--- src/rtl/core/input_event_touch_translator_unit_assert.svh ---
// Assertion macros shared by the translator RTL.
`ifndef INPUT_EVENT_TOUCH_TRANSLATOR_UNIT_ASSERT_SVH
`define INPUT_EVENT_TOUCH_TRANSLATOR_UNIT_ASSERT_SVH

// Antecedent implies consequent in the same cycle.
`define ITT_ASSERT_IMP(lbl, ante, cons) \
  lbl: assert property (@(posedge clk) disable iff (!rst_n) (ante) |-> (cons)) \
    else $error("itt assertion failed");

// Expression never holds.
`define ITT_ASSERT_NEVER(lbl, expr) \
  lbl: assert property (@(posedge clk) disable iff (!rst_n) !(expr)) \
    else $error("itt assertion failed");

`endif

--- src/rtl/core/itt_pkg.sv ---
`default_nettype none
package itt_pkg;

  localparam logic [2:0] CFG_SCREEN_W = 3'd0;
  localparam logic [2:0] CFG_SCREEN_H = 3'd1;
  localparam logic [2:0] CFG_MODE     = 3'd2;
  localparam logic [2:0] CFG_MIN_X    = 3'd3;
  localparam logic [2:0] CFG_MAX_X    = 3'd4;
  localparam logic [2:0] CFG_MIN_Y    = 3'd5;
  localparam logic [2:0] CFG_MAX_Y    = 3'd6;

  localparam logic [2:0] KIND_MOTION  = 3'd0;
  localparam logic [2:0] KIND_TOUCH   = 3'd1;
  localparam logic [2:0] KIND_WHEEL   = 3'd2;
  localparam logic [2:0] KIND_PRESS   = 3'd3;
  localparam logic [2:0] KIND_RELEASE = 3'd4;

  localparam logic [4:0] EV_KEY = 5'd1;
  localparam logic [4:0] EV_REL = 5'd2;
  localparam logic [4:0] EV_ABS = 5'd3;

  localparam logic [9:0] CODE_X          = 10'd0;
  localparam logic [9:0] CODE_Y          = 10'd1;
  localparam logic [9:0] CODE_HWHEEL     = 10'd6;
  localparam logic [9:0] CODE_WHEEL      = 10'd8;
  localparam logic [9:0] CODE_MT_SLOT    = 10'd47;
  localparam logic [9:0] CODE_MT_X       = 10'd53;
  localparam logic [9:0] CODE_MT_Y       = 10'd54;
  localparam logic [9:0] CODE_MT_TRACK   = 10'd57;
  localparam logic [9:0] CODE_BTN_LEFT   = 10'd272;
  localparam logic [9:0] CODE_BTN_TOUCH  = 10'd330;

  localparam logic [31:0] VAL_NONE = 32'hFFFF_FFFF;

  localparam int QDEPTH    = 2;
  localparam int DIV_STEPS = 16;

  typedef struct packed {
    logic [15:0]        screen_w;
    logic [15:0]        screen_h;
    logic [2:0]         mode;
    logic signed [31:0] min_x;
    logic signed [31:0] max_x;
    logic signed [31:0] min_y;
    logic signed [31:0] max_y;
  } cfg_t;

  // One classified event; with scale set, ax/ay hold offsets from the axis minimum.
  typedef struct packed {
    logic [2:0]  kind;
    logic [9:0]  number;
    logic [31:0] ax;
    logic [31:0] ay;
    logic [31:0] rx;
    logic [31:0] ry;
    logic        scale;
    logic [31:0] span_x;
    logic [31:0] span_y;
  } cmd_t;

  typedef struct packed {
    logic full;
    logic empty;
  } qstat_t;

endpackage
`default_nettype wire

--- src/rtl/core/itt_back.sv ---
`default_nettype none
module itt_back
  import itt_pkg::*;
(
  input  wire logic  clk,
  input  wire logic  rst_n,
  input  wire cfg_t  cfg,
  input  wire cmd_t  head,
  input  wire qstat_t q_stat,
  output logic       pop,
  output logic       out_valid,
  input  wire logic  out_ready,
  output cmd_t       out_data
);

  localparam logic [1:0] ST_IDLE = 2'd0;
  localparam logic [1:0] ST_DIV  = 2'd1;
  localparam logic [1:0] ST_FIN  = 2'd2;
  localparam int CNTW = $clog2(DIV_STEPS + 1);

  logic [1:0]      st_r, st_nxt;
  logic [CNTW-1:0] cnt_r;
  logic [31:0]     remx_r, remy_r, dx_r, dy_r;
  logic [15:0]     qx_r, qy_r;
  cmd_t            hold_r, res_r, fin_res;
  logic            oval_r;
  logic            out_free, load_out;
  logic [47:0]     px, py;
  logic [32:0]     tx, ty;

  assign out_free  = !oval_r || out_ready;
  assign out_valid = oval_r;
  assign out_data  = res_r;
  assign px        = cfg.screen_w * head.ax;
  assign py        = cfg.screen_h * head.ay;
  assign tx        = {remx_r, qx_r[15]};
  assign ty        = {remy_r, qy_r[15]};

  // Sequence pop, division and result load.
  always_comb begin
    st_nxt   = st_r;
    pop      = 1'b0;
    load_out = 1'b0;
    unique case (st_r)
      ST_IDLE: begin
        if (!q_stat.empty) begin
          if (head.scale) begin
            pop    = 1'b1;
            st_nxt = ST_DIV;
          end else if (out_free) begin
            pop      = 1'b1;
            load_out = 1'b1;
          end
        end
      end
      ST_DIV: if (cnt_r == CNTW'(1)) st_nxt = ST_FIN;
      ST_FIN: begin
        if (out_free) begin
          load_out = 1'b1;
          st_nxt   = ST_IDLE;
        end
      end
      default: st_nxt = ST_IDLE;
    endcase
  end

  always_ff @(posedge clk) begin
    if (!rst_n) begin
      st_r   <= ST_IDLE;
      oval_r <= 1'b0;
    end else begin
      st_r <= st_nxt;
      if (load_out) oval_r <= 1'b1;
      else if (out_ready) oval_r <= 1'b0;
    end
  end

  // Restoring division, one quotient bit per axis each cycle.
  always_ff @(posedge clk) begin
    if (st_r == ST_IDLE && pop && head.scale) begin
      hold_r <= head;
      dx_r   <= head.span_x;
      dy_r   <= head.span_y;
      remx_r <= px[47:16];
      remy_r <= py[47:16];
      qx_r   <= px[15:0];
      qy_r   <= py[15:0];
      cnt_r  <= CNTW'(DIV_STEPS);
    end else if (st_r == ST_DIV) begin
      cnt_r <= cnt_r - 1'b1;
      if (tx >= {1'b0, dx_r}) begin
        remx_r <= 32'(tx - {1'b0, dx_r});
        qx_r   <= {qx_r[14:0], 1'b1};
      end else begin
        remx_r <= tx[31:0];
        qx_r   <= {qx_r[14:0], 1'b0};
      end
      if (ty >= {1'b0, dy_r}) begin
        remy_r <= 32'(ty - {1'b0, dy_r});
        qy_r   <= {qy_r[14:0], 1'b1};
      end else begin
        remy_r <= ty[31:0];
        qy_r   <= {qy_r[14:0], 1'b0};
      end
    end
  end

  // Merge the quotients into the held event.
  always_comb begin
    fin_res    = hold_r;
    fin_res.ax = {16'd0, qx_r};
    fin_res.ay = {16'd0, qy_r};
  end

  // Hold the result for the output channel.
  always_ff @(posedge clk) begin
    if (load_out) begin
      res_r <= (st_r == ST_FIN) ? fin_res : head;
    end
  end

endmodule
`default_nettype wire

--- config.mk ---
export PLATFORM = sky130hd
export DESIGN_NAME = itt_back
export DESIGN_NICKNAME = d
export VERILOG_FILES = /design/src/rtl/core/input_event_touch_translator_unit_assert.svh /design/src/rtl/core/itt_pkg.sv /design/src/rtl/core/itt_back.sv
export SDC_FILE = /design/constraint.sdc
export NUM_CORES = 2
export LEC_CHECK = 0
export ABC_CLOCK_PERIOD_IN_PS = 21200
export BUFFER_PORTS_ARGS = -buffer_cell sky130_fd_sc_hd__buf_2
export CORE_MARGIN = 2
export CORE_UTILIZATION = 40
export CTS_CLUSTER_SIZE = 12
export DETAILED_ROUTE_END_ITERATION = 6
export SETUP_SLACK_MARGIN = 0.05
export SYNTH_ARGS = -nofsm -noshare
export SYNTH_HDL_FRONTEND = slang
export SYNTH_SLANG_ARGS = --single-unit
--- constraint.sdc ---
create_clock -name clk -period 21.2 [get_ports clk]
set_input_delay 1.06 -clock clk [delete_from_list [all_inputs] [get_ports clk]]
set_output_delay 1.06 -clock clk [all_outputs]
set_load 0.05 [all_outputs]
# After elaboration in Yosys (flattened, before gate mapping)
# Cells that the tools add are included.
dict set report classes {
  addsub 3
  n_mul 2
  n_mux 27
  n_eq_ne 7
  magnitude_cmp 2
  n_reduce_logical 8
}
# op count
set op_table {}
lappend op_table {{two-way mux 206 bit} 1}
lappend op_table {{two-way mux 32 bit} 6}
lappend op_table {{multiplier 16 x 32 -> 48 bit} 2}
lappend op_table {{greater-or-equal comparator 33 x 32 -> 1 bit} 2}
lappend op_table {{two-way mux 16 bit} 4}
lappend op_table {{subtractor 32 bit} 2}
lappend op_table {{two-way mux 1 bit} 10}
lappend op_table {{two-way mux 2 bit} 4}
lappend op_table {{inequality test 2 bit, second input constant} 4}
lappend op_table {{case mux 2 bit (3 select lines)} 1}
lappend op_table {{== test 5 x 1 -> 1 bit, second input constant} 1}
lappend op_table {{subtractor 5 x 1 -> 5 bit, second input constant} 1}
lappend op_table {{AND reduction 4 bit} 1}
lappend op_table {{nonzero test 2 bit} 2}
lappend op_table {{== test 2 x 1 -> 1 bit, second input constant} 1}
lappend op_table {{== test 2 bit, second input constant} 1}
lappend op_table {{logical AND 1 bit} 2}
lappend op_table {{zero test 2 bit} 1}
lappend op_table {{case mux 1 bit (2 select lines)} 1}
lappend op_table {{zero test 1 bit} 1}
lappend op_table {{logical OR 1 bit} 1}
dict set report totals {
  output_inout_bits 208
  wordCells 74
  input_bits 374
  register_bits 452
}

# Depth between registers and ports, before layout
dict set report logic_depth {
  word_depth 9
  depth_mapped 25
  mapped_depth_nobuf 24
}

# Worst setup path before layout
# Ideal clock, no wire load.
dict set report synth_path {
  path_type {in2reg}
  startpoint {input head[64] (netlist bit)}
  endpoint {register res_r, in the netlist out_data[0] (enable)}
  setup_time_ns 1.027
  path_buffers 0
  setup_slack_ns 5.103
  stages 3
  t_required_ns 20.173
  t_arrival_ns 15.070
  cell_sequence {nor2_1 > nor2_1 > nor3_1}
}
dict set report synth_between {
  elab_chain_cells 3
}
# item line_no
set synth_rtl {}
lappend synth_rtl {{start, declared} itt_back.sv:8} ;# input wire cmd_t head,
lappend synth_rtl {{two-way mux 1 bit} itt_back.sv:47} ;# if (head.scale) begin
lappend synth_rtl {{two-way mux 1 bit} itt_back.sv:46} ;# if (!q_stat.empty) begin
lappend synth_rtl {{case mux 1 bit (2 select lines)} itt_back.sv:44} ;# unique case (st_r)
lappend synth_rtl {{via load_out} itt_back.sv:27} ;# logic out_free, load_out;
lappend synth_rtl {{end signal, assigned} itt_back.sv:118} ;# res_r <= (st_r == ST_FIN) ? fin_res : head;
lappend synth_rtl {{end, declared} itt_back.sv:25} ;# cmd_t hold_r, res_r, fin_res;
# The timed path passes the listed nets, and every way through them passes these cells.
# A chain may end at the register's enable or synchronous reset.

# Final worst setup path
dict set report layout_path {
  startpoint {input cfg[138] (netlist bit)}
  endpoint {register remy_r[27] (data pin)}
}
dict set report layout_between {
  elab_chain_cells 2
}
# item line_no
set layout_rtl {}
lappend layout_rtl {{start, declared} itt_back.sv:7} ;# input wire cfg_t cfg,
lappend layout_rtl {{multiplier 16 x 32 -> 48 bit} itt_back.sv:35} ;# assign py = cfg.screen_h * head.ay;
lappend layout_rtl {{two-way mux 32 bit} itt_back.sv:80} ;# if (st_r == ST_IDLE && pop && head.scale) begin
lappend layout_rtl {{end signal, assigned} itt_back.sv:85} ;# remy_r <= py[47:16];
lappend layout_rtl {{end signal, assigned} itt_back.sv:99} ;# remy_r <= 32'(ty - {1'b0, dy_r});
lappend layout_rtl {{end signal, assigned} itt_back.sv:102} ;# remy_r <= ty[31:0];
lappend layout_rtl {{end, declared} itt_back.sv:23} ;# logic [31:0] remx_r, remy_r, dx_r, dy_r;
# No other way between the ends.

==> metrics.md <==
| Metric | Value |
|---|---|
| Setup violators final | `0` |
| FMAX | `0.1268 GHz` |
| FF+latch count, synth | `452` |
| Final hold viol count | `0` |
| RSZ-0062 raised after global routing | `false` |
| Die area | `136300 µm²` |
| HPWL after DPL | `111400 µm` |
| Simple-Gate Fraction of Synth Area | `0.1346` |
| Vias post-DR | `38650` |
| Clk slew on worst S/H paths | `60 ps` |
| Number of buffers created by CTS | `58` |
| Clock H-tree levels | `2` |
| Yosys Warn Count | `0` |
| # nets final | `7099` |
| FILL cells | `12700` |
| Via/cell ratio | `5.232` |
| Detail Route Antenna Nets | `0` |
| Ys flop type | `edfxtp_1` |
| Final worst path period share | `0.3720` |
| Compound-Gate Fraction of Synth Area | `0.07297` |
| Actual slew at the worst max-slew pin | `1088 ps` |
| First-pass GRT wire length | `239600 µm` |
| Clock Latency Late Sink | `700 ps` |
| Core ar. | `132000 µm²` |
| Yosys top cell area share | `0.3145` |
| CTS Root Buffer Type | `clkbuf_16` |
| Outcome | `finished, final reports clean` |
| Crit path arrival time | `8270 ps` |
| Ranking of synthesized cells by area | `fa_1 (31%), edfxtp_1 (25%), ha_1 (7.2%)` |
| # Max-Cap Violations | `0` |
| Cell mode on critical path | `fa_1` |
| Largest family of logic cells by synthesized area | `adder cells` |
| Setup TNS | `0 ps` |
| Slew Limit Fails | `0` |
| First-pass iteration count of the detailed router | `5` |
| Syn-to-layout area delta | `10.59%` |
| Synth cell count leaders | `inv_1 (995), fa_1 (838), nand2_1 (769)` |
| Initial antenna violation count | `10` |
| CP Cell Sequence | `buf_2 -> nand2_1 -> fa_1 -> inv_1 -> fa_1 -> inv_1 -> fa_1 -> inv_1 -> fa_1 -> fa_1 -> inv_1 -> fa_1 -> inv_1 -> ha_1 -> a21oi_1 -> o21ai_0 -> a21o_1 -> a221oi_2 -> o21ai_2 -> a31oi_1 -> o41ai_1 -> a21oi_1 -> xor2_1 -> a21oi_1` |
| Die Ht | `369.2 µm` |
| Async SR Flop Fraction | `0` |
| Clock sink total | `452` |
| Synthesized instance count | `5304` |
| Crit Path Class | `in2reg` |
| Synth Area in XOR/XNOR | `0.02331` |
| Hold buffer count at CTS | `0` |
| Register area | `13490 µm²` |
| Top Family by Delay on Critical Path | `adder cells` |
| Die Wd | `369.2 µm` |
| Cell Area, Synth | `53340 µm²` |
| Adder-cell share of the synthesized area | `0.3863` |
| Post_cts resized | `0` |
| Post-CTS Setup Bufs | `0` |
| Placer Congestion | `0.8914` |
| Largest area contributor in the netlist | `fa_1` |
| Post-route minimum period | `7887 ps` |
| EDFF count, synth | `444` |
| Synth unique cells | `80` |
| Critical Path End Type | `flip-flop` |
| Final wirelength | `150500 µm` |
| Largest net degree at the start of global routing | `84` |
| DRC | `0` |
| Iter 0 DRT Violations | `2400` |
| Syn Nets | `6822` |
| All-layer global routing usage | `0.2251` |
| Crit path launch type | `input port` |
| Worst-case clock buffer depth | `3` |
| Critical Path Max Stage Delay | `840 ps` |
| Top-count cell post-synth | `inv_1` |
| Std-Cell Rows | `133` |
| CP max FO | `32` |
| CTS tree | `yes` |
| Proportion of synthesized area in mux cells | `0.04152` |
| Worst hold path type | `reg2reg` |
| Multi-input gate area | `35170 µm²` |
| CP Buf/Inv Count | `6` |
| Skew final | `87.79 ps` |
| Grt ovf | `0` |
| IO buf count | `449` |
| Relative max-transition margin | `0.2745` |
| Post-DR wirelength/cell | `20.37 µm` |
| Layout cell share with drive strength beyond 1 | `0.1366` |
| CP max-delay cell | `o41ai_1` |
| Vias in the first global route | `41760` |
| IO Count | `582` |
| Worst Path Required | `21590 ps` |
| Syn Area/Cell | `10.06 µm²` |
| Register area share after synthesis | `0.2529` |
| Starting density of the core | `0.4042` |
==> logic make-up after synthesis <==
logic type / count (synthesis)
AO/OA/AOI/OAI: 610
multiplexers: 199
AND/OR/NAND/NOR: 1507
adder cells (fa/ha/maj): 1144
XOR/XNOR: 142
flip-flops: 452
buffers and inverters: 1250
==> cell type report <==
class | instances | share of cell area
tap | 1755 | 0.03722
clock inverter | 43 | 0.008293
clock buffer | 64 | 0.02498
antenna | 4 | 0.0001697
sequential | 452 | 0.2287
multi-input combinational | 3602 | 0.5962
inverter | 996 | 0.06350
timing repair buffer | 471 | 0.04089
==> path summary, 6_finish.rpt <==
kind	from	endpoint	slack (ps)	depth (start not counted)
worst min register to register	cnt_r[1]	cnt_r[1]	520	2
worst max-delay path	cfg[138]	remy_r[27]	13310	24
worst min-delay path	cnt_r[1]	cnt_r[1]	520	2
worst max register to register	fin_res[34]	remx_r[19]	17090	13
==> placed cells by master (no fill, tap or decap), types with 22 or more instances in the layout <==
cell	Yosys	routed
a211oi_1	31	31
a21o_1	71	71
a21oi_1	201	201
a31oi_1	24	24
and2_1	423	423
buf_2	6	449
buf_4	2	22
clkbuf_16	0	58
edfxtp_1	444	444
fa_1	838	838
ha_1	306	306
inv_1	995	995
mux2_2	178	178
nand2_1	769	767
nand3_1	52	52
nand4_1	23	23
nor2_1	109	109
nor2b_1	55	54
o21ai_0	138	138
o21bai_1	24	24
xnor2_1	84	84
xor2_1	58	58
==> layer usage <==
layer / wire [µm] / global-route usage / vias to the layer above
li1: - / - / 17310
met1: 64020 / 0.2991 / 19870
met2: 72640 / 0.3797 / 1205
met3: 9321 / 0.03424 / 263
met4: 4416 / 0.06727 / 12
met5: 77 / 0 / -
==> flip-flops by register name, indices dropped and copies added (netlist names) <==
register / count
remx_r: 32
out_data: 206
remy_r: 32
qx_r: 16
out_valid: 1
fin_res: 142
qy_r: 16
st_r: 2
cnt_r: 5
==> per-stage QoR <==
stage / utilization / std cells / instance area, µm² / hold slack, ps / worst slack, ps
CTS: 0.4470 / 7383 / 58980 / 483.8 / 13340
floorplan: - / 5304 / 53340 / 466.1 / 5103
detailed placement: 0.4321 / 7276 / 57020 / 508.8 / 12640
global route: 0.4470 / 7386 / 58990 / 516.4 / 13030
finish: 0.4470 / 7387 / 58990 / 523.4 / 13310
global placement: 0.4321 / 7276 / 57020 / 481.9 / 12590
==> worst register-to-register path, stage by stage, from the launching register on <==
cell and delay [ps]:
edfxtp_1 410, inv_1 180, ha_1 330, o21a_1 210
o31a_1 130, nor3_1 160, o21a_1 220, o21ai_1 180
a2111o_1 500, a31oi_4 360, buf_4 530, a2111oi_0 220
a211oi_1 240, a21oi_1 70
Power is not shown: default switching activity piles up to over one toggle a cycle in this logic, so the estimate is an artifact.
