--- config.mk ---
export PLATFORM = sky130hd
export DESIGN_NAME = itt_queue
export DESIGN_NICKNAME = d
export VERILOG_FILES = /design/src/rtl/core/input_event_touch_translator_unit_assert.svh /design/src/rtl/core/itt_pkg.sv /design/src/rtl/core/itt_queue.sv
export SDC_FILE = /design/constraint.sdc
export NUM_CORES = 1
export LEC_CHECK = 0
export ABC_AREA = 1
export BUFFER_PORTS_ARGS = -buffer_cell sky130_fd_sc_hd__buf_2
export CORE_MARGIN = 1.5
export CORE_UTILIZATION = 35
export DETAILED_ROUTE_END_ITERATION = 12
export SYNTH_ARGS = -nofsm -noshare
export SYNTH_HDL_FRONTEND = slang
export SYNTH_SLANG_ARGS = --single-unit
--- constraint.sdc ---
create_clock -name clk -period 22.3 [get_ports clk]
set_clock_uncertainty 0.05 [all_clocks]
set_input_delay 4.46 -clock clk [delete_from_list [all_inputs] [get_ports clk]]
set_output_delay 4.46 -clock clk [all_outputs]
set_load 0.05 [all_outputs]
--- src/rtl/core/input_event_touch_translator_unit_assert.svh ---
// Assertion macros shared by the translator RTL.
`ifndef INPUT_EVENT_TOUCH_TRANSLATOR_UNIT_ASSERT_SVH
`define INPUT_EVENT_TOUCH_TRANSLATOR_UNIT_ASSERT_SVH

// Antecedent implies consequent in the same cycle.
`define ITT_ASSERT_IMP(lbl, ante, cons) \
  lbl: assert property (@(posedge clk) disable iff (!rst_n) (ante) |-> (cons)) \
    else $error("itt assertion failed");

// Expression never holds.
`define ITT_ASSERT_NEVER(lbl, expr) \
  lbl: assert property (@(posedge clk) disable iff (!rst_n) !(expr)) \
    else $error("itt assertion failed");

`endif

--- src/rtl/core/itt_pkg.sv ---
`default_nettype none
package itt_pkg;

  localparam logic [2:0] CFG_SCREEN_W = 3'd0;
  localparam logic [2:0] CFG_SCREEN_H = 3'd1;
  localparam logic [2:0] CFG_MODE     = 3'd2;
  localparam logic [2:0] CFG_MIN_X    = 3'd3;
  localparam logic [2:0] CFG_MAX_X    = 3'd4;
  localparam logic [2:0] CFG_MIN_Y    = 3'd5;
  localparam logic [2:0] CFG_MAX_Y    = 3'd6;

  localparam logic [2:0] KIND_MOTION  = 3'd0;
  localparam logic [2:0] KIND_TOUCH   = 3'd1;
  localparam logic [2:0] KIND_WHEEL   = 3'd2;
  localparam logic [2:0] KIND_PRESS   = 3'd3;
  localparam logic [2:0] KIND_RELEASE = 3'd4;

  localparam logic [4:0] EV_KEY = 5'd1;
  localparam logic [4:0] EV_REL = 5'd2;
  localparam logic [4:0] EV_ABS = 5'd3;

  localparam logic [9:0] CODE_X          = 10'd0;
  localparam logic [9:0] CODE_Y          = 10'd1;
  localparam logic [9:0] CODE_HWHEEL     = 10'd6;
  localparam logic [9:0] CODE_WHEEL      = 10'd8;
  localparam logic [9:0] CODE_MT_SLOT    = 10'd47;
  localparam logic [9:0] CODE_MT_X       = 10'd53;
  localparam logic [9:0] CODE_MT_Y       = 10'd54;
  localparam logic [9:0] CODE_MT_TRACK   = 10'd57;
  localparam logic [9:0] CODE_BTN_LEFT   = 10'd272;
  localparam logic [9:0] CODE_BTN_TOUCH  = 10'd330;

  localparam logic [31:0] VAL_NONE = 32'hFFFF_FFFF;

  localparam int QDEPTH    = 2;
  localparam int DIV_STEPS = 16;

  typedef struct packed {
    logic [15:0]        screen_w;
    logic [15:0]        screen_h;
    logic [2:0]         mode;
    logic signed [31:0] min_x;
    logic signed [31:0] max_x;
    logic signed [31:0] min_y;
    logic signed [31:0] max_y;
  } cfg_t;

  // One classified event; with scale set, ax/ay hold offsets from the axis minimum.
  typedef struct packed {
    logic [2:0]  kind;
    logic [9:0]  number;
    logic [31:0] ax;
    logic [31:0] ay;
    logic [31:0] rx;
    logic [31:0] ry;
    logic        scale;
    logic [31:0] span_x;
    logic [31:0] span_y;
  } cmd_t;

  typedef struct packed {
    logic full;
    logic empty;
  } qstat_t;

endpackage
`default_nettype wire

--- src/rtl/core/itt_queue.sv ---
`default_nettype none
module itt_queue
  import itt_pkg::*;
(
  input  wire logic clk,
  input  wire logic rst_n,
  input  wire logic push,
  input  wire cmd_t push_data,
  input  wire logic pop,
  output cmd_t      head,
  output qstat_t    stat
);

  localparam int AW = (QDEPTH > 1) ? $clog2(QDEPTH) : 1;
  localparam int CW = $clog2(QDEPTH + 1);

  cmd_t          mem_r [QDEPTH];
  logic [AW-1:0] wp_r, rp_r;
  logic [CW-1:0] cnt_r;

  assign head       = mem_r[rp_r];
  assign stat.full  = (cnt_r == CW'(QDEPTH));
  assign stat.empty = (cnt_r == '0);

  // Store entries.
  always_ff @(posedge clk) begin
    if (push) mem_r[wp_r] <= push_data;
  end

  // Advance pointers and occupancy.
  always_ff @(posedge clk) begin
    if (!rst_n) begin
      wp_r  <= '0;
      rp_r  <= '0;
      cnt_r <= '0;
    end else begin
      if (push) wp_r <= (wp_r == AW'(QDEPTH - 1)) ? '0 : wp_r + 1'b1;
      if (pop)  rp_r <= (rp_r == AW'(QDEPTH - 1)) ? '0 : rp_r + 1'b1;
      if (push && !pop) cnt_r <= cnt_r + 1'b1;
      else if (pop && !push) cnt_r <= cnt_r - 1'b1;
    end
  end

endmodule
`default_nettype wire

* After elaboration in Yosys (flattened, before gate mapping)
Memories as Yosys holds them, arrays and structs flattened. A register that Yosys moved wholly into a read port is not among the register bits.
Cells that the tools add are included.
** Operators by class
- Add/sub/neg operators :: 4
- Equality and inequality tests :: 1
- Muxes and demuxes :: 8
- Reduce and logical (&&, ||, !) cells :: 6
** Operators by type and width (number)
- 2-to-1 mux 1 bit :: 6
- 2-to-1 mux 2 bit :: 2
- adder 1 bit (second input constant) :: 2
- adder 2 x 1 -> 2 bit (second input constant) :: 1
- == test 2 bit (second input constant) :: 1
- logical AND 1 bit :: 2
- zero test 1 bit :: 2
- zero test 2 bit :: 1
- nonzero test 2 bit :: 1
- subtractor 2 x 1 -> 2 bit (second input constant) :: 1
** Word-level totals
- Register bits after elaboration :: 4
- RAM bits :: 412
- Input bits :: 210
- Output and inout port bits :: 208
- Logic and storage cells :: 23
- Memories :: 1
** Memory list
- mem_r :: words 2, width 206, read ports 1, clocked after memory_dff 1, wr ports 1, line itt_queue.sv:17 : cmd_t mem_r [QDEPTH];

* Longest topological paths before layout
Gate-level depths: netlist of run 1.
- Word-level depth :: 4
- Mapped depth :: 8
- Depth with buffers taken out :: 8

* Worst setup path before layout of run 1
OpenSTA, ideal clock, no wires.
- Path type :: input -> register
- Start point :: input push
- End point :: memory mem_r[0][0] (netlist bit), enable pin
- Setup time :: 0.781 ns
- Data arrival time :: 13.108 ns
- Required time :: 21.469 ns
- Path slack :: 8.361 ns
- Cell stages on the path :: 2
- Path buffers :: 0
- Cells stage by stage :: inv_1 > nor2_1
** On the way
- Longest elaborated chain between the ends :: 2
** Ends and longest elaborated chain
- start: declaration :: line itt_queue.sv:7 : input wire logic push,
- 2-to-1 mux 1 bit :: line itt_queue.sv:27 : if (push) mem_r[wp_r] <= push_data;
- 2-to-1 mux 1 bit (not written as such) :: line itt_queue.sv:27
- end: declaration :: line itt_queue.sv:17
Every way passes these cells.

==> results by group, run 1 <==
Run status
  • Status: complete, no violations

Synthesis
  • Mux contribution to synthesized area: 18.2%
  • Synth Area in Adders: 0.0799%
  • Syn Nets: 887
  • Post-synthesis compound-gate area fraction: 0.0639%
  • Mapped Avg Cell Area: 23.2 µm²
  • Synthesis-stage register bit count: 417
  • Netlist cell types: 14
  • Post-Synth Simple-Gate Area: 0.479%
  • Synthesized-area fraction occupied by xor and xnor cells: 0%
  • Mapped Area: 15700 µm²
  • Syn Inst Count: 676
  • Register area share after synthesis: 79.6%
  • Yosys warnings: 0
  • Main combinational cell family by area after synthesis: multiplexers

Drt
  • Via Count: 7767
  • First-pass DRT Iterations: 4
  • Via-per-instance ratio: 4.43
  • Iter 0 DRT Violations: 388
  • DRC: 0
  • WL/cell: 18.2 µm
  • Post-route ant nets: 0
  • Post-Route WL: 31900 µm

Setup path
  • Crit path required time: 17790 ps
  • Reg2Reg Depth: 3
  • Crit path capture type: output port
  • CP startpoint kind: flop
  • WP data arrival: 3740 ps
  • CP max FO: 63
  • Setup Crit Path Kind: flop to output port

STA
  • Max_slew headroom: 28.2%
  • Final Slew Violations: 0
  • Final Cycle Share: 37.0%
  • Worst-Margin Slew: 1080 ps
  • Fmax: 121 MHz
  • RSZ-0062 raised after global routing: no
  • Final-report hold violation count: 0
  • Hold Slack: 451 ps
  • Setup_tns: 0 ps
  • Minimum clock period: 8250 ps
  • Final setup viols: 0

Clock network
  • Cts hold-fix bufs: 0
  • Root buf cell: clkbuf_16
  • CTS tree: yes
  • Clk Latency, worst-skew pair: 540 ps
  • Post-CTS setup buffer count: 0
  • CTS Buf Count: 44
  • CTS resizes: 0
  • Clk sinks: 417
  • CTS clock-pin slew for the worst setup and hold paths: 60 ps
  • Clock Tree Buf Depth: 3
  • H-Tree Depth: 2

Pwr
  • Combinational share of power: 14.5%
  • Flop pwr share: 49.0%
  • P_sw: 0.486 mW
  • Sw frac: 25.8%
  • P_int: 1.40 mW
  • Tot Pwr: 1.88 mW
  • Clock power frac: 36.4%
  • Pwr/cell area: 95.4 nW/µm²
  • P_leak: 7.66 nW
  • VDD IR max: 0.0702 mV

Hold path
  • Worst min-delay path class: flop to flop
  • Worst Hold Depth: 2

GRT
  • First-pass GRT wire length: 47800 µm
  • Grt met3 use: 5.16%
  • Largest net degree at the start of global routing: 91
  • Initial antenna violation count: 7
  • Overall global routing resource usage: 13.5%
  • M2 GR Usage: 22.0%
  • GR Overflow Total: 0
  • Global routing's busiest layer: met2
  • Met1 usage: 16.2%
  • Vias in the first global route: 8067

Floorplan
  • Num ports: 418
  • Die Ht: 215 µm
  • Core ar.: 44200 µm²
  • Starting Density: 35.4%
  • Die area: 46000 µm²
  • Core Rows: 77
  • Horiz. Die Dim: 215 µm

Finish
  • Most common cell after layout, fill and taps aside: buf_2
  • Most frequent cells in the layout: buf_2, edfxtp_1, mux2_4
  • Layout cells sized above 1: 60.0%
  • Fillers: 3901
  • Nets: 1335
  • Area growth syn-to-layout: 25.8%
  • Post-layout util: 44.6%

Placed design
  • GPL Wtd Cong: 0.760
  • Number of port buffers: 417
  • DP HPWL: 21200 µm

Run
  • Maxcap violations: 0
[worst max-delay path, stage by stage (launching register included)]
cell and delay [ps]:
dfxtp_4 950, buf_4 800, buf_4 730, mux2_2 400, buf_2 210
[Yosys cell counts]
master	number	share of area [%]
edfxtp_1	412	79
nand4_1	1	0.040
o21ai_0	1	0.032
a21oi_1	1	0.032
dfxtp_1	5	0.64
mux2_4	140	13
nand2_1	8	0.19
buf_2	6	0.19
nand3_1	1	0.032
nor2_1	9	0.22
inv_1	8	0.19
mux2_2	66	4.7
buf_6	17	1.2
ha_1	1	0.080
[registers in the layout, indices dropped and copies added, names as in the netlist, named ones only]
signal,flops
mem_r,412
wp_r,1
rp_r,1
cnt_r,2
[through the flow]
stage / setup slack [ps] / instances / instance area (µm²)
6_report: 14050 / 1752 / 19700
5_1_grt: 13780 / 1751 / 19700
4_1_cts: 13930 / 1749 / 19700
3_5_place_dp: 14550 / 1670 / 18400
3_3_place_gp: 14580 / 1670 / 18400
2_1_floorplan: 8360 / 676 / 15700
[power by group through the flow]
| stage | Combinational [mW] | Sequential (mW) | Clock, mW |
|---|---|---|---|
| after CTS | 0.277 | 0.923 | 0.709 |
| after global routing | 0.287 | 0.926 | 0.735 |
| after global placement | 0.274 | 0.938 | 0 |
| after detailed placement | 0.277 | 0.939 | 0 |
| after floorplan | 0.213 | 0.942 | 0 |
| final | 0.273 | 0.922 | 0.685 |
[cell families (layout without fill, tap and decap cells)]
family	after synthesis	after routing
other	0	3
DFF	417	417
muxes	206	206
AOI/OAI and AO/OA	2	2
and+or+nand+nor	19	19
adders and majority gates	1	1
buffers and inverters	31	512
[cell type report]
cell class	count	area, µm²	share of cell area [%]
multi-input cells	228	2950	15.0
well taps	592	741	3.76
flip-flops and latches	417	12500	63.3
clock buffers	53	1160	5.87
diodes	3	7.51	0.0381
clock inverters	26	194	0.984
inverters	8	37.5	0.190
repair buffers	425	2150	10.9
[path summary, 6_finish.rpt]
path | startpoint | endpoint | slack [ps]
max | flop | head[2] | 14050
min | rp_r$_SDFFE_PN0P_ | rp_r$_SDFFE_PN0P_ | 450
max reg2reg | wp_r$_SDFFE_PN0P_ | mem_r[0][104]$_DFFE_PP_ | 19720
min reg2reg | rp_r$_SDFFE_PN0P_ | rp_r$_SDFFE_PN0P_ | 450
[layer usage]
layer / wire (µm) / part of all wire [%]
met5: 54 / 0.17
met2: 15500 / 49
met4: 885 / 2.8
met3: 2810 / 8.8
met1: 12600 / 40
(Power assumes the default switching activity.)
==> run 2: changes to the inputs <==
Clock period 22.3 ns to 8.2 ns, I/O delays scaled along.
==> run 2 against run 1 <==
Effect of this change:
- via count is the same
- non-clock buffer count shrank 2
- count of clock-buffer cells in the layout grew 4
- sequential cell count is the same
- global-route usage is essentially flat
- register-to-register slack lost 14000 ps
- clock power grew to 2.8 times the previous value
- cell count shrank 0.17%
- critical path type unchanged
- largest power group unchanged
==> results by group, run 2 (synthesis results as in run 1) <==
Run status
  • Status: complete, no violations

Clock network
  • CTS clock-pin slew for the worst setup and hold paths: 60 ps (about the same)
  • Clk sinks: 417 (unchanged)
  • Clock Tree Buf Depth: 3 (unchanged)
  • CTS tree: yes
  • CTS resizes: 0 (unchanged)
  • Root buf cell: clkbuf_16
  • CTS Buf Count: 44 (unchanged)
  • Cts hold-fix bufs: 0 (unchanged)
  • H-Tree Depth: 2 (unchanged)
  • Post-CTS setup buffer count: 0 (unchanged)
  • Clk Latency, worst-skew pair: 550 ps (about the same)

Pwr
  • Tot Pwr: 5.14 mW (+170%)
  • P_int: 3.83 mW (+170%)
  • Sw frac: 25.5% (-0.33 points)
  • Pwr/cell area: 260 nW/µm² (+170%)
  • VDD IR max: 0.171 mV (+140%)
  • P_sw: 1.31 mW (+170%)
  • Combinational share of power: 14.6% (about the same)
  • Flop pwr share: 48.7% (-0.3 points)
  • P_leak: 7.65 nW (about the same)
  • Clock power frac: 36.7% (+0.3 points)

Drt
  • Via-per-instance ratio: 4.44 (+0.17%)
  • DRC: 0 (unchanged)
  • Post-Route WL: 31800 µm (about the same)
  • Iter 0 DRT Violations: 377 (-2.8%)
  • Post-route ant nets: 0 (unchanged)
  • First-pass DRT Iterations: 4 (unchanged)
  • Via Count: 7767 (unchanged)
  • WL/cell: 18.2 µm (about the same)

Finish
  • Nets: 1333 (-0.15%)
  • Most frequent cells in the layout: buf_2, edfxtp_1, mux2_4
  • Max reg flops: 412 (unchanged)
  • Post-layout util: 44.6% (+0.062 points)
  • Layout cells sized above 1: 59.7% (-0.26 points)
  • Design Area, Final: 19700 µm² (+0.14%)
  • Biggest regs: mem_r: 412 flops, cnt_r: 2 flops
  • Top reg by flops: mem_r
  • Area growth syn-to-layout: 26.0%
  • Most common cell after layout, fill and taps aside: buf_2

Setup path
  • Setup Crit Path Kind: flop to output port
  • Crit path capture type: output port
  • Crit path required time: 6510 ps (-11280 ps)
  • CP startpoint kind: flop
  • WP data arrival: 3000 ps (-740 ps)
  • CP max FO: 50 (-21%)

GRT
  • Largest net degree at the start of global routing: 115 (+26%)
  • Overall global routing resource usage: 13.6% (+0.041 points)
  • Initial antenna violation count: 8 (+1)
  • GR Overflow Total: 0 (unchanged)
  • Vias in the first global route: 8161 (+1.2%)
  • First-pass GRT wire length: 47800 µm (unchanged)

Floorplan
  • Starting Density: 35.4% (unchanged)
  • Core Rows: 77 (unchanged)
  • Horiz. Die Dim: 215 µm (unchanged)
  • Die Ht: 215 µm (unchanged)
  • Num ports: 418 (unchanged)
  • Core ar.: 44200 µm² (unchanged)
  • Die area: 46000 µm² (unchanged)

STA
  • Final Cycle Share: 57.2%
  • Final-report hold violation count: 0 (unchanged)
  • Final setup viols: 0 (unchanged)
  • Setup_tns: 0 ps (unchanged)
  • Max_slew headroom: 32.4% (+4.2 points)
  • RSZ-0062 raised after global routing: no
  • Minimum clock period: 4690 ps
  • Worst-Margin Slew: 1010 ps (-63.6 ps)
  • Final Slew Violations: 0 (unchanged)
  • Fmax: 213 MHz
  • Hold Slack: 448 ps (-2.95 ps)

Placed design
  • Area after DPL: 18400 µm² (about the same)
  • Number of port buffers: 417 (unchanged)
  • GPL Wtd Cong: 0.728 (-4.2%)
  • DP HPWL: 20900 µm (-1.4%)

Hold path
  • Worst min-delay path class: flop to flop

Run
  • Maxcap violations: 0 (unchanged)
==> run 2: worst max-delay path: stages, from the launching register on <==
cell     delay, ps
dfxtp_4        870
buf_4          850
mux2_2         410
buf_2          210
==> run 2: layout make-up <==
| class | instances | area (µm²) |
|---|---|---|
| well taps | 592 | 741 |
| clock inverters | 19 | 191 |
| clock buffers | 57 | 1170 |
| multi-input cells | 228 | 2950 |
| repair buffers | 423 | 2160 |
| fillers | 3884 | 24500 |
| inverters | 8 | 37.5 |
| diodes | 5 | 12.5 |
| flip-flops and latches | 417 | 12500 |
==> run 2: metal layers <==
| layer | GRT usage, % | wire [µm] |
|---|---|---|
| met5 | 0 | 32 |
| met4 | 4.53 | 743 |
| met3 | 5.60 | 2780 |
| met2 | 22.5 | 15700 |
| met1 | 16.0 | 12600 |
==> run 2: stage by stage <==
| step | setup slack, ps | instances |
|---|---|---|
| 3_3_place_gp | 4060 | 1668 |
| 4_1_cts | 3460 | 1744 |
| 2_1_floorplan | 681 | 676 |
| 6_report | 3510 | 1749 |
| 3_5_place_dp | 4060 | 1668 |
| 5_1_grt | 3390 | 1746 |
==> run 2: path summary, 6_finish.rpt <==
| kind | startpoint | end | slack (ps) | cells after the start |
|---|---|---|---|---|
| max | flop | head[1] | 3510 | 3 |
| min | rp_r$_SDFFE_PN0P_ | rp_r$_SDFFE_PN0P_ | 450 | 2 |
| max reg2reg | wp_r$_SDFFE_PN0P_ | mem_r[0][99]$_DFFE_PP_ | 5750 | 2 |
| min reg2reg | rp_r$_SDFFE_PN0P_ | rp_r$_SDFFE_PN0P_ | 450 | 2 |
==> run 2: power groups by stage <==
stage / registers [mW] / logic (mW) / clock network [mW]
6_report: 2.50 / 0.748 / 1.89
5_1_grt: 2.51 / 0.784 / 2.03
4_1_cts: 2.51 / 0.758 / 1.96
3_5_place_dp: 2.55 / 0.757 / 0
3_3_place_gp: 2.55 / 0.751 / 0
2_1_floorplan: 2.55 / 0.579 / 0
==> run 3: changes to the inputs <==
Clock period 8.2 ns to 4.3 ns, I/O delays scaled along.
==> run 3 against run 2 <==
Effect of this change:
- global-route usage is 0.11 points higher
- sequential cell count unchanged
- first-iteration DRC count decreased by 5.0%
- sequential power rose by 91%
- final area up 1.1%
- critical endpoint is now head[24]
- setup slack lost 2500 ps
- non-clock buffer count increased by 15
- utilization up 0.49 points
- clock power is 93% higher
- combinational power up 94%
- sequential share of layout area down 0.69 points
==> results by group, run 3 (synthesis results as in run 1) <==
Run status
  • Status: complete, no violations

STA
  • Fin worst setup slack: 1000 ps (-2510 ps)
  • RSZ-0062 raised after global routing: no
  • Final Cycle Share: 76.7%
  • Fmax: 303 MHz
  • Hold Slack: 430 ps (-18.6 ps)
  • Setup_tns: 0 ps (unchanged)
  • Final-report hold violation count: 0 (unchanged)
  • Max_slew headroom: 41.2% (+8.7 points)
  • Final Slew Violations: 0 (unchanged)
  • Minimum clock period: 3300 ps
  • Final setup viols: 0 (unchanged)
  • Worst-Margin Slew: 880 ps (-133 ps)

Finish
  • Multi-input gate area: 2970 µm² (+0.55%)
  • Most frequent cells in the layout: buf_2, edfxtp_1, mux2_4
  • Area growth syn-to-layout: 27.4%
  • Top reg by flops: mem_r
  • Fillers: 3799 (-2.2%)
  • Max reg flops: 412 (unchanged)
  • Register area: 12500 µm² (unchanged)
  • Final Non-Filler Cells: 1761 (+0.69%)
  • Most common cell after layout, fill and taps aside: buf_2
  • Layout cells sized above 1: 60.6% (+0.89 points)
  • Biggest regs: mem_r: 412 flops, cnt_r: 2 flops
  • Nets: 1349 (+1.2%)

Floorplan
  • Num ports: 418 (unchanged)
  • Die area: 46000 µm² (unchanged)
  • Core Rows: 77 (unchanged)
  • Horiz. Die Dim: 215 µm (unchanged)
  • Core ar.: 44200 µm² (unchanged)
  • Starting Density: 35.4% (unchanged)
  • Die Ht: 215 µm (unchanged)

Pwr
  • VDD IR max: 0.382 mV (+120%)
  • P_leak: 7.75 nW (+1.3%)
  • Pwr/cell area: 494 nW/µm² (+90%)
  • Sw frac: 25.8% (+0.29 points)
  • P_sw: 2.54 mW (+94%)
  • Flop pwr share: 48.4% (-0.3 points)
  • P_int: 7.32 mW (+91%)
  • Clock power frac: 36.9% (+0.2 points)
  • Combinational share of power: 14.7% (about the same)

Hold path
  • Worst Hold Depth: 1 (-1)
  • Worst min-delay path class: primary input to flop

Clock network
  • CTS Buf Count: 45 (+2.3%)
  • Clk Latency, worst-skew pair: 540 ps (about the same)
  • Root buf cell: clkbuf_16
  • Clock Tree Buf Depth: 3 (unchanged)
  • Clk sinks: 417 (unchanged)
  • CTS tree: yes
  • CTS resizes: 0 (unchanged)
  • Cts hold-fix bufs: 0 (unchanged)
  • CTS clock-pin slew for the worst setup and hold paths: 60 ps (about the same)
  • H-Tree Depth: 2 (unchanged)
  • Post-CTS setup buffer count: 0 (unchanged)

Setup path
  • Reg2Reg Depth: 3 (+1)
  • Setup Crit Path Kind: flop to output port
  • Crit path required time: 3390 ps (-3120 ps)
  • CP startpoint kind: flop
  • WP data arrival: 2390 ps (-610 ps)
  • Crit path capture type: output port
  • CP max FO: 40 (-20%)

Placed design
  • GPL Wtd Cong: 0.737 (+1.2%)
  • Placed insts: 1683 (+0.90%)
  • DP HPWL: 21600 µm (+3.6%)
  • Number of port buffers: 417 (unchanged)
  • Pre-CTS WS: 1460 ps (-2600 ps)

GRT
  • Overall global routing resource usage: 13.7% (+0.11 points)
  • Vias in the first global route: 8017 (-1.8%)
  • GR Overflow Total: 0 (unchanged)
  • Largest net degree at the start of global routing: 105 (-8.7%)
  • First-pass GRT wire length: 47900 µm (about the same)
  • Initial antenna violation count: 7 (-1)

Drt
  • WL/cell: 18.3 µm (+0.30%)
  • First-pass DRT Iterations: 5 (+1)
  • Post-Route WL: 32200 µm (+0.99%)
  • Via Count: 7786 (+0.24%)
  • Via-per-instance ratio: 4.42 (-0.44%)
  • DRC: 0 (unchanged)
  • Post-route ant nets: 0 (unchanged)
  • Iter 0 DRT Violations: 358 (-5.0%)

Run
  • Maxcap violations: 0 (unchanged)
-- run 3: cell types whose count changed in the layout (fill, tap and decap cells not counted), sizes merged --
| cell | change |
|---|---|
| buf | +15 |
| diode | -4 |
| clkinvlp | +2 |
| clkbuf | -1 |
-- run 3: stage by stage --
step	util (%)	instance area (µm²)	power (mW)
after CTS	45.1	20000	10.0
after global placement	42.0	18600	6.31
after floorplan	-	15700	5.96
after detailed placement	42.0	18600	6.33
after global routing	45.1	20000	10.2
final	45.1	20000	9.87
-- run 3: layer usage --
layer	track usage (%)	up-vias	wire [µm]
li1	-	3601	-
met1	16.8	3802	13300
met2	21.8	308	14900
met3	6.18	61	3190
met4	3.94	14	679
met5	0	-	90
-- run 3: final timing paths --
path                            slack [ps]         startpoint                 endpoint
worst max-delay path                  1000               flop                 head[24]
worst min-delay path                   430     push_data[188]  mem_r[1][188]$_DFFE_PP_
worst max register to register        2280  wp_r$_SDFFE_PN0P_   mem_r[1][76]$_DFFE_PP_
worst min register to register         450  rp_r$_SDFFE_PN0P_        rp_r$_SDFFE_PN0P_
-- run 3: power groups by stage --
| stage | registers (mW) | logic, mW | clock network, mW |
|---|---|---|---|
| 2_1_floorplan | 4.85 | 1.11 | 0 |
| 3_3_place_gp | 4.85 | 1.46 | 0 |
| 3_5_place_dp | 4.86 | 1.47 | 0 |
| 4_1_cts | 4.78 | 1.47 | 3.76 |
| 5_1_grt | 4.79 | 1.52 | 3.91 |
| 6_report | 4.78 | 1.45 | 3.64 |
-- run 3: worst max-delay path: stages, from the launching register on --
cell and delay (ps):
dfxtp_4 820, buf_4 410, mux2_2 380, buf_2 210
-- run 3: final cells by class --
class	count	share of cell area [%]
inverters	8	0.232
well taps	592	3.71
diodes	1	0.0125
repair buffers	438	11.8
flip-flops and latches	417	62.5
clock inverters	21	1.05
multi-input cells	228	14.9
clock buffers	56	5.85
